## src/hdl/rfa_pkg.sv

```systemverilog
package rfa_pkg;

	// operation codes carried in the opcode field
	typedef enum logic [1:0] {
		OP_ADD = 2'd0,
		OP_MUL = 2'd1,
		OP_EQ  = 2'd2,
		OP_INC = 2'd3
	} rfa_op_t;

	// sequencer states
	typedef enum logic [3:0] {
		ST_IDLE,
		ST_MUL0,
		ST_MUL1,
		ST_MUL2,
		ST_SUM,
		ST_PREP,
		ST_GCD,
		ST_SHL,
		ST_DIVN,
		ST_DIVD,
		ST_FIN
	} rfa_state_t;

endpackage

```

## src/hdl/rfa_if.sv

```systemverilog
// operand transaction channel
interface rfa_cmd_if #(parameter int W = 16) ();
	logic         valid;
	logic         ready;
	logic [1:0]   opcode;
	logic [W-1:0] a_num;
	logic [W-1:0] a_den;
	logic [W-1:0] b_num;
	logic [W-1:0] b_den;

	modport source (output valid, opcode, a_num, a_den, b_num, b_den, input ready);
	modport sink (input valid, opcode, a_num, a_den, b_num, b_den, output ready);
endinterface

// result transaction channel
interface rfa_rsp_if #(parameter int W = 16) ();
	logic           valid;
	logic           ready;
	logic [2*W:0]   res_num;
	logic [2*W-1:0] res_den;
	logic           is_equal;

	modport source (output valid, res_num, res_den, is_equal, input ready);
	modport sink (input valid, res_num, res_den, is_equal, output ready);
endinterface

```

## src/hdl/rfa_mult.sv

```systemverilog
module rfa_mult #(
	parameter int W = 16
) (
	input  logic [W-1:0]   a,
	input  logic [W-1:0]   b,
	output logic [2*W-1:0] p
);

	// full-width unsigned product, registered by the caller
	assign p = {{W{1'b0}}, a} * {{W{1'b0}}, b};

endmodule

```

## src/hdl/rfa_addsub.sv

```systemverilog
module rfa_addsub #(
	parameter int WIDTH = 34
) (
	input  logic [WIDTH-1:0] a,
	input  logic [WIDTH-1:0] b,
	input  logic             sub,
	output logic [WIDTH-1:0] res,
	output logic             ge
);

	logic [WIDTH:0] sum;

	// one carry chain: a + b, or a + ~b + 1; carry out means a >= b when subtracting
	assign sum = {1'b0, a} + {1'b0, (sub ? ~b : b)} + {{WIDTH{1'b0}}, sub};
	assign res = sum[WIDTH-1:0];
	assign ge  = sum[WIDTH];

endmodule

```

## src/hdl/rational_fraction_alu.sv

```systemverilog
// Fraction ALU: one transaction on cmd carries an opcode and two fractions
// a_num/a_den and b_num/b_den; one transaction on rsp returns the result.
// Add, multiply and increment results are reduced by their greatest common
// divisor (a zero numerator or zero denominator is returned unreduced);
// the equality test compares the raw fields and returns zero fractions.
// One operation is in flight at a time and cmd.ready is low while it runs.
// Work is done by a single registered multiplier and a single add/subtract
// unit under a sequencer: up to three products (states ST_MUL0 to ST_MUL2),
// a binary gcd that takes one shift, subtract or swap step per cycle, a left
// shift per common factor of two, and two restoring divisions, one for the
// numerator and one for the denominator.
// The result sits in an output register, so a new operation can start
// while the previous result waits to be taken.
module rational_fraction_alu
	import rfa_pkg::*;
#(
	parameter int OPERAND_WIDTH = 16
) (
	input logic       clk,
	input logic       arst_n,
	rfa_cmd_if.sink   cmd,
	rfa_rsp_if.source rsp
);

	localparam int W  = OPERAND_WIDTH;
	localparam int NW = 2 * W + 1;
	localparam int DW = 2 * W;
	localparam int SW = NW + 1;
	localparam int CW = $clog2(NW + 1);

	rfa_state_t     state_q, state_d;
	rfa_op_t        op_q;
	logic [W-1:0]   an_q, ad_q, bn_q, bd_q;
	logic [NW-1:0]  num_q, den_q;
	logic [DW-1:0]  prod_q;
	logic [NW-1:0]  gx_q, gy_q;
	logic [CW-1:0]  k_q;
	logic [NW-1:0]  quo_q, rem_q;
	logic [CW-1:0]  cnt_q;
	logic           eq_q;
	logic           out_valid_q;
	logic [NW-1:0]  res_num_q;
	logic [DW-1:0]  res_den_q;
	logic           res_eq_q;

	logic           cmd_acc;
	logic           out_load;
	logic           div_last;
	logic [W-1:0]   mul_a, mul_b;
	logic [DW-1:0]  mul_p;
	logic [SW-1:0]  au_a, au_b, au_res;
	logic           au_sub, au_ge;
	logic [NW:0]    div_t;
	logic [NW-1:0]  quo_next;

	assign cmd_acc  = cmd.valid && cmd.ready;
	assign out_load = (state_q == ST_FIN) && (!out_valid_q || rsp.ready);
	assign div_last = (cnt_q == CW'(NW - 1));
	assign div_t    = {rem_q, quo_q[NW-1]};
	assign quo_next = {quo_q[NW-2:0], au_ge};

	// shared multiplier
	rfa_mult #(.W(W)) u_mult (
		.a (mul_a),
		.b (mul_b),
		.p (mul_p)
	);

	// shared add/subtract/compare unit
	rfa_addsub #(.WIDTH(SW)) u_addsub (
		.a   (au_a),
		.b   (au_b),
		.sub (au_sub),
		.res (au_res),
		.ge  (au_ge)
	);

	// next state
	always_comb begin
		state_d = state_q;
		unique case (state_q)
			ST_IDLE: begin
				if (cmd_acc) begin
					unique case (rfa_op_t'(cmd.opcode))
						OP_EQ:   state_d = ST_FIN;
						OP_INC:  state_d = ST_PREP;
						OP_ADD,
						OP_MUL:  state_d = ST_MUL0;
						default: state_d = ST_MUL0;
					endcase
				end
			end
			ST_MUL0: state_d = ST_MUL1;
			ST_MUL1: state_d = (op_q == OP_ADD) ? ST_MUL2 : ST_PREP;
			ST_MUL2: state_d = ST_SUM;
			ST_SUM:  state_d = ST_PREP;
			ST_PREP: begin
				if (num_q == '0 || den_q == '0) begin
					state_d = ST_FIN;
				end else begin
					state_d = ST_GCD;
				end
			end
			ST_GCD: begin
				if (gx_q == '0) begin
					state_d = ST_SHL;
				end
			end
			ST_SHL: begin
				if (k_q == '0) begin
					state_d = ST_DIVN;
				end
			end
			ST_DIVN: begin
				if (div_last) begin
					state_d = ST_DIVD;
				end
			end
			ST_DIVD: begin
				if (div_last) begin
					state_d = ST_FIN;
				end
			end
			ST_FIN: begin
				if (out_load) begin
					state_d = ST_IDLE;
				end
			end
			default: state_d = ST_IDLE;
		endcase
	end

	// sequencer outputs: handshake and shared unit operand selection
	always_comb begin
		cmd.ready = 1'b0;
		mul_a     = bn_q;
		mul_b     = ad_q;
		au_a      = {1'b0, gx_q};
		au_b      = {1'b0, gy_q};
		au_sub    = 1'b1;
		unique case (state_q)
			ST_IDLE: cmd.ready = 1'b1;
			ST_MUL0: begin
				mul_a = ad_q;
				mul_b = bd_q;
			end
			ST_MUL1: begin
				mul_a = an_q;
				mul_b = (op_q == OP_ADD) ? bd_q : bn_q;
			end
			ST_SUM: begin
				au_a   = {1'b0, num_q};
				au_b   = {2'b00, prod_q};
				au_sub = 1'b0;
			end
			ST_DIVN,
			ST_DIVD: begin
				au_a = div_t;
				au_b = {1'b0, gy_q};
			end
			default: begin
			end
		endcase
	end

	// sequencer state
	always_ff @(posedge clk or negedge arst_n) begin
		if (!arst_n) begin
			state_q <= ST_IDLE;
		end else begin
			state_q <= state_d;
		end
	end

	// datapath registers
	always_ff @(posedge clk) begin
		unique case (state_q)
			ST_IDLE: begin
				if (cmd_acc) begin
					op_q <= rfa_op_t'(cmd.opcode);
					an_q <= cmd.a_num;
					ad_q <= cmd.a_den;
					bn_q <= cmd.b_num;
					bd_q <= cmd.b_den;
					eq_q <= (rfa_op_t'(cmd.opcode) == OP_EQ) &&
						(cmd.a_num == cmd.b_num) && (cmd.a_den == cmd.b_den);
					if (rfa_op_t'(cmd.opcode) == OP_INC) begin
						num_q <= NW'({1'b0, cmd.a_num} + {1'b0, cmd.a_den});
						den_q <= NW'(cmd.a_den);
					end else begin
						num_q <= '0;
						den_q <= '0;
					end
				end
			end
			ST_MUL0: den_q <= {1'b0, mul_p};
			ST_MUL1: num_q <= {1'b0, mul_p};
			ST_MUL2: prod_q <= mul_p;
			ST_SUM:  num_q <= au_res[NW-1:0];
			ST_PREP: begin
				gx_q <= num_q;
				gy_q <= den_q;
				k_q  <= '0;
			end
			// binary gcd: strip shared twos, strip lone twos, else subtract or swap
			ST_GCD: begin
				if (gx_q != '0) begin
					if (!gx_q[0] && !gy_q[0]) begin
						gx_q <= gx_q >> 1;
						gy_q <= gy_q >> 1;
						k_q  <= k_q + CW'(1);
					end else if (!gx_q[0]) begin
						gx_q <= gx_q >> 1;
					end else if (!gy_q[0]) begin
						gy_q <= gy_q >> 1;
					end else if (au_ge) begin
						gx_q <= au_res[NW-1:0];
					end else begin
						gx_q <= gy_q;
						gy_q <= gx_q;
					end
				end
			end
			// restore the common factors of two, then set up the numerator division
			ST_SHL: begin
				if (k_q != '0) begin
					gy_q <= gy_q << 1;
					k_q  <= k_q - CW'(1);
				end else begin
					quo_q <= num_q;
					rem_q <= '0;
					cnt_q <= '0;
				end
			end
			// restoring division, one quotient bit per cycle
			ST_DIVN,
			ST_DIVD: begin
				if (div_last) begin
					cnt_q <= '0;
					rem_q <= '0;
					if (state_q == ST_DIVN) begin
						num_q <= quo_next;
						quo_q <= den_q;
					end else begin
						den_q <= quo_next;
					end
				end else begin
					quo_q <= quo_next;
					rem_q <= au_ge ? au_res[NW-1:0] : div_t[NW-1:0];
					cnt_q <= cnt_q + CW'(1);
				end
			end
			default: begin
			end
		endcase
	end

	// output register payload
	always_ff @(posedge clk) begin
		if (out_load) begin
			res_num_q <= num_q;
			res_den_q <= den_q[DW-1:0];
			res_eq_q  <= eq_q;
		end
	end

	// output register valid
	always_ff @(posedge clk or negedge arst_n) begin
		if (!arst_n) begin
			out_valid_q <= 1'b0;
		end else if (out_load) begin
			out_valid_q <= 1'b1;
		end else if (rsp.ready) begin
			out_valid_q <= 1'b0;
		end
	end

	assign rsp.valid    = out_valid_q;
	assign rsp.res_num  = res_num_q;
	assign rsp.res_den  = res_den_q;
	assign rsp.is_equal = res_eq_q;

endmodule

```

## src/flat_wrapper.sv

```systemverilog
// flat-port wrapper written by rule: the top's interface ports become plain ports
module rational_fraction_alu_flat import rfa_pkg::*;
#(
	parameter int OPERAND_WIDTH = 16
)
  (clk, arst_n, cmd_valid, cmd_opcode, cmd_a_num, cmd_a_den, cmd_b_num, cmd_b_den, cmd_ready, rsp_valid, rsp_res_num, rsp_res_den, rsp_is_equal, rsp_ready);
  rfa_cmd_if #(.W((16))) cmd_i ();
  rfa_rsp_if #(.W((16))) rsp_i ();
  input logic clk;
  input logic arst_n;
  input wire logic [$bits(cmd_i.valid)-1:0] cmd_valid;
  input wire logic [$bits(cmd_i.opcode)-1:0] cmd_opcode;
  input wire logic [$bits(cmd_i.a_num)-1:0] cmd_a_num;
  input wire logic [$bits(cmd_i.a_den)-1:0] cmd_a_den;
  input wire logic [$bits(cmd_i.b_num)-1:0] cmd_b_num;
  input wire logic [$bits(cmd_i.b_den)-1:0] cmd_b_den;
  output wire logic [$bits(cmd_i.ready)-1:0] cmd_ready;
  output wire logic [$bits(rsp_i.valid)-1:0] rsp_valid;
  output wire logic [$bits(rsp_i.res_num)-1:0] rsp_res_num;
  output wire logic [$bits(rsp_i.res_den)-1:0] rsp_res_den;
  output wire logic [$bits(rsp_i.is_equal)-1:0] rsp_is_equal;
  input wire logic [$bits(rsp_i.ready)-1:0] rsp_ready;
  assign cmd_i.valid = cmd_valid;
  assign cmd_i.opcode = cmd_opcode;
  assign cmd_i.a_num = cmd_a_num;
  assign cmd_i.a_den = cmd_a_den;
  assign cmd_i.b_num = cmd_b_num;
  assign cmd_i.b_den = cmd_b_den;
  assign cmd_ready = cmd_i.ready;
  assign rsp_valid = rsp_i.valid;
  assign rsp_res_num = rsp_i.res_num;
  assign rsp_res_den = rsp_i.res_den;
  assign rsp_is_equal = rsp_i.is_equal;
  assign rsp_i.ready = rsp_ready;
  rational_fraction_alu #(.OPERAND_WIDTH(OPERAND_WIDTH)) u_core (.clk(clk), .arst_n(arst_n), .cmd(cmd_i), .rsp(rsp_i));
endmodule
```

## config.mk

```make
export PLATFORM = sky130hd
export DESIGN_NAME = rational_fraction_alu_flat
export DESIGN_NICKNAME = d
export VERILOG_FILES = /design/src/hdl/rfa_pkg.sv /design/src/hdl/rfa_if.sv /design/src/hdl/rfa_mult.sv /design/src/hdl/rfa_addsub.sv /design/src/hdl/rational_fraction_alu.sv /design/src/flat_wrapper.sv
export SDC_FILE = /design/constraint.sdc
export NUM_CORES = 1
export LEC_CHECK = 0
export ABC_AREA = 1
export BUFFER_PORTS_ARGS = -buffer_cell sky130_fd_sc_hd__buf_2
export CAP_MARGIN = 30
export CORE_UTILIZATION = 55
export CTS_BUF_LIST = sky130_fd_sc_hd__clkbuf_8
export DETAILED_ROUTE_END_ITERATION = 6
export HOLD_SLACK_MARGIN = 0.05
export PLACE_DENSITY = 0.72
export SLEW_MARGIN = 10
export SYNTH_ARGS = -nofsm -noshare
export SYNTH_HDL_FRONTEND = slang
export SYNTH_HIERARCHICAL = 1
export SYNTH_SLANG_ARGS = --single-unit
```

## constraint.sdc

```tcl
create_clock -name clk -period 8.6 [get_ports clk]
set_input_delay 2.15 -clock clk [delete_from_list [all_inputs] [get_ports clk]]
set_output_delay 2.15 -clock clk [all_outputs]
set_load 0.02 [all_outputs]
```

[After elaboration in Yosys (flattened, before gate mapping)]
Index checks and enable logic that the tools add are counted.
Word-level totals
  input port bits: 70
  output and inout port bits: 68
  logic and storage cells: 159
  bits in registers: 380
Cells by class
  reductions and logical operators: 38
  multiplexer cells: 58
  equality and inequality tests: 33
  $mul: 1
  $add $sub $neg: 6
  bitwise logic cells: 1
Operators by type and width (count)
  two-way mux 33 bit: 25
  case mux 33 bit (2 select lines): 3
  case mux 33 bit (3 select lines): 2
  case mux 33 bit (4 select lines): 1
  zero test 33 bit: 3
  case mux 34 bit (2 select lines): 1
  case mux 16 bit (2 select lines): 2
  case mux 4 bit (11 select lines): 1
  adder 34 x 34 -> 35 bit: 1
  adder 35 x 1 -> 35 bit: 1
  two-way mux 34 bit: 1
  NOT 33 -> 34 bit: 1
  nonzero test 33 bit: 1
  equality test 16 bit: 2
  multiplier 16 x 16 -> 32 bit: 1
  two-way mux 16 bit: 2
  two-way mux 6 bit: 5
  two-way mux 4 bit: 7
  inequality test 2 x 1 -> 1 bit (second input constant): 11
  case mux 6 bit (3 select lines): 1
  adder 16 x 16 -> 17 bit: 1
  equality test 4 x 3 -> 1 bit (second input constant): 4
  AND reduction 4 bit: 4
  adder 6 x 1 -> 6 bit (second input constant): 2
  30 further kinds: 54

[Depth between registers and ports, before layout]
  depth in word-level cells: 12
  gate-level depth with buffers: 36
  depth with buffers taken out: 33

[Modules after synthesis]
The synthesis kept the hierarchy.
By module, submodules not included
  rational_fraction_alu: cells an instance 2011, times used 1, seq. area each 11385.9 µm², area an instance 19281.0 µm²
  rfa_mult: cells an instance 1359, times used 1, seq. area each 0.0 µm², area an instance 9496.6 µm²
  rfa_addsub: cells an instance 502, times used 1, seq. area each 0.0 µm², area an instance 2641.3 µm²

[Least setup slack after synthesis]
OpenSTA, ideal clock, no wires.
  kind: register to register
  start: register u_core.state_q[3]
  end: register u_core.num_q[16] (data pin)
  arrival: 6316 ps
  required time: 8340 ps
  slack: 2023 ps
  buffers on the path: 3
  cell stages (with the launch flop): 32
  library setup time: 260 ps
  cells stage by stage: dfrtp_1 inv_2 nand2_1 nor2_2 inv_2 or2_4 nand2_4 buf_6 a22oi_1 nand2_1 clkbuf_1 clkbuf_1 nand2_1 fa_1 fa_1 fa_1 fa_1 inv_1 fa_1 inv_1 fa_1 inv_1 ha_1 nand2_2 inv_1 nand2_1 nand2_1 a21oi_1 nand2_1 xor2_1 a221oi_1 nand2_1
On the way
  elaborated cells between the ends (all ways): 18
  those cells by class: 2 x add/sub; 1 x mul; 5 x eq/ne; 7 x mux; 1 x bitwise; 2 x reduce/logical
RTL lines
  start: declaration: RTL line rational_fraction_alu.sv:31  | rfa_state_t state_q, state_d;
  start signal: assignment: RTL line rational_fraction_alu.sv:171  | state_q <= state_d;
  equality test 4 x 2 -> 1 bit / equality test 4 x 1 -> 1 bit (equally long branches): RTL line rational_fraction_alu.sv:141  | unique case (state_q)
  case mux 16 bit (2 select lines) (*): RTL line rational_fraction_alu.sv:141
  net u_core.mul_b[2]: RTL line rational_fraction_alu.sv:49  | logic [W-1:0] mul_a, mul_b;
  multiplier 16 x 16 -> 32 bit (*): RTL line rfa_mult.sv:10  | assign p = {{W{1'b0}}, a} * {{W{1'b0}}, b};
  net u_core.mul_p[16]: RTL line rational_fraction_alu.sv:50  | logic [DW-1:0] mul_p;
  case mux 33 bit (4 select lines) (*): RTL line rational_fraction_alu.sv:177  | unique case (state_q)
  end signal: assignment: RTL line rational_fraction_alu.sv:188  | num_q <= NW'({1'b0, cmd.a_num} + {1'b0, cmd.a_den});
  end signal: assignment: RTL line rational_fraction_alu.sv:197  | ST_MUL1: num_q <= {1'b0, mul_p};
  end signal: assignment: RTL line rational_fraction_alu.sv:199  | ST_SUM: num_q <= au_res[NW-1:0];
  end: declaration: RTL line rational_fraction_alu.sv:34  | logic [NW-1:0] num_q, den_q;
The timed path passes the listed nets; every way through them passes the cells marked *.
A chain may end at the register's enable or synchronous reset.

[Worst setup path after layout]
  start: register u_core.state_q[2]
  end: register u_core.num_q[13] (data pin)
On the way
  elaborated cells between the ends (all ways): 18
  those cells by class: 2 x add/sub; 1 x mul; 5 x eq/ne; 7 x mux; 1 x bitwise; 2 x reduce/logical
RTL lines (RTL line)
  equality test 4 x 2 -> 1 bit / equality test 4 x 1 -> 1 bit (equally long branches): rational_fraction_alu.sv:141
  case mux 16 bit (2 select lines) (*): rational_fraction_alu.sv:141
  net u_core.mul_a[6]: rational_fraction_alu.sv:49
  multiplier 16 x 16 -> 32 bit (*): rfa_mult.sv:10
  net u_core.mul_p[13]: rational_fraction_alu.sv:50
  case mux 33 bit (4 select lines) (*): rational_fraction_alu.sv:177
Marks and branches as above.

==> impl_metrics.csv <==
group,metric,value,unit
sta,clock_skew,0.0807,ns
detailed_routing,drt_pass1_iterations,7,
die,die_h,241,µm
detailed_routing,detail-route-antenna-nets,0,
clock_tree,cts_buffer_depth,3,
grt,antenna_found_initial,2,
clock_tree,cts_resized,0,
finish,mostFrequentLayoutCell,"nand2_1",
setup_path,critPathMaxFanout,17,
sta,period_share,0.908,
clock_tree,cts_tree,"built",
die,pin_count,138,
synthesis,synth_area,31300,µm²
setup_path,crit_arrival,8.17,ns
clock_tree,post-cts-setup-buffer-count,0,
clock_tree,hold_buffers,0,
detailed_routing,via_per_inst,5.75,
setup_path,cp_common_cell,"fa_1",
sta,setup_tns,0,ns
synthesis,synthCells,3856,
place,place.gp.congestion,1.01,
finish,syn_to_final_growth,8.09,%
die,die_area,58000,µm²
sta,hold_violations,0,
detailed_routing,wl,101000,µm
setup_path,crit_buf_inv,6,
place,dp_hpwl,76300,µm
grt,grtUsageTotal,0.353,
grt,grt_pass1_wl,153000,µm
status,failed_checks,"design-rule violations",
sta,drv_slew,0,
sta,finalCriticalPeriod,7.81,ns
sta,finalSetupViolations,0,
grt,grt_max_degree,75,
setup_path,crit_family,"adder cells",
setup_path,cp-start-kind,"register",
finish,fin_nets,4361,
clock_tree,htreeDepth,3,
detailed_routing,drc,1,
clock_tree,cts.sinks,380,
place,numPortBuffers,137,
clock_tree,root_buffer,"clkbuf_8",
die,rows,87,
finish,final_cell_mix,"nand2_1 (1,093), inv_1 (735), edfxtp_1 (375)",
setup_path,cp_slowest_stage_delay,0.64,ns
die,fp.coreArea,56400,µm²
worst_hold_path,hp-class,"register to register",
sta,tightestPinTransition,0.953,ns
synthesis,synthesis.nets,4282,
detailed_routing,wl_per_cell,21.2,µm
synthesis,synth.avg_cell_area,8.13,µm²
grt,grt_overflow,0,
clock_tree,clock_latency,0.68,ns
sta,relSlewSlack,0.363,
run,cap_violations,0,
setup_path,crit_slowest_cell,"nand3_1",
sta,fmax,128,MHz
clock_tree,cts_inserted_buffers,68,
detailed_routing,dr_total_vias,27300,
die,start_util,0.556,
sta,rsz0062_at_grt,"false",
detailed_routing,first_iter_violations,3438,
die,fp.dieW,241,µm
setup_path,end_kind,"register",
grt,grt_pass1_vias,25800,
setup_path,cp.required,8.97,ns
clock_tree,clk_pin_slew,0.06,ns
setup_path,crit_type,"register to register",
status,status,"complete, but fails checks",
finish,layout-drive-gt1-share,0.0875,
synthesis,yosys_warnings,6,
## layout make-up
cell class | count | area (µm²)
fillers | 5102 | 22500
multi-input cells | 2582 | 16600
flip-flops and latches | 380 | 11400
inverters | 728 | 2730
repair buffers | 175 | 1000
clock buffers | 70 | 963
well taps | 756 | 946
clock inverters | 53 | 297
diodes | 1 | 2.50
## path summary, 6_finish.rpt
path                                   start                     end  slack (ns)  cells past startpoint
setup / recovery           u_core/state_q[2]        u_core/num_q[13]        0.79                     25
max in group asynchronous             arst_n       u_core/state_q[0]        7.11                      1
setup reg to reg           u_core/state_q[2]        u_core/num_q[13]        0.79                     25
hold / removal              u_core/num_q[24]  u_core/rsp.res_num[24]        0.46                      0
min in group asynchronous             arst_n        u_core/rsp.valid        1.30                      1
hold reg to reg             u_core/num_q[24]  u_core/rsp.res_num[24]        0.46                      0
## metrics by stage
stage	cell area [µm²]	utilization	setup slack (ns)	hold slack (ns)	instances
final	33900	0.601	0.792	0.462	4745
after CTS	33900	0.600	0.831	0.468	4743
after detailed placement	32600	0.578	0.879	0.458	4620
after global placement	32600	0.578	0.895	0.439	4619
after global routing	33900	0.601	0.320	0.470	4745
after floorplan	31300	-	2.02	0.400	3856
## flip-flops by register name, summed over array words and instances, names as in the netlist, 2 cells and up
name / flops
u_core/prod_q: 32
u_core/bd_q: 16
u_core/gy_q: 33
u_core/k_q: 6
u_core/bn_q: 16
u_core/rem_q: 33
u_core/cnt_q: 6
u_core/gx_q: 33
u_core/num_q: 33
u_core/rsp.res_num: 33
u_core/ad_q: 16
u_core/state_q: 4
u_core/op_q: 2
u_core/an_q: 16
u_core/rsp.res_den: 32
u_core/den_q: 33
u_core/quo_q: 33
## layer usage
| metal | routed length [µm] | track usage | vias up |
|---|---|---|---|
| li1 | - | - | 12500 |
| met5 | 20 | 0 | - |
| met4 | 4350 | 0.141 | 2 |
| met2 | 44200 | 0.539 | 1699 |
| met3 | 12200 | 0.0860 | 248 |
| met1 | 39800 | 0.482 | 12800 |
Power is not shown: default switching activity piles up to over one toggle a cycle in this logic, so the estimate is an artifact.
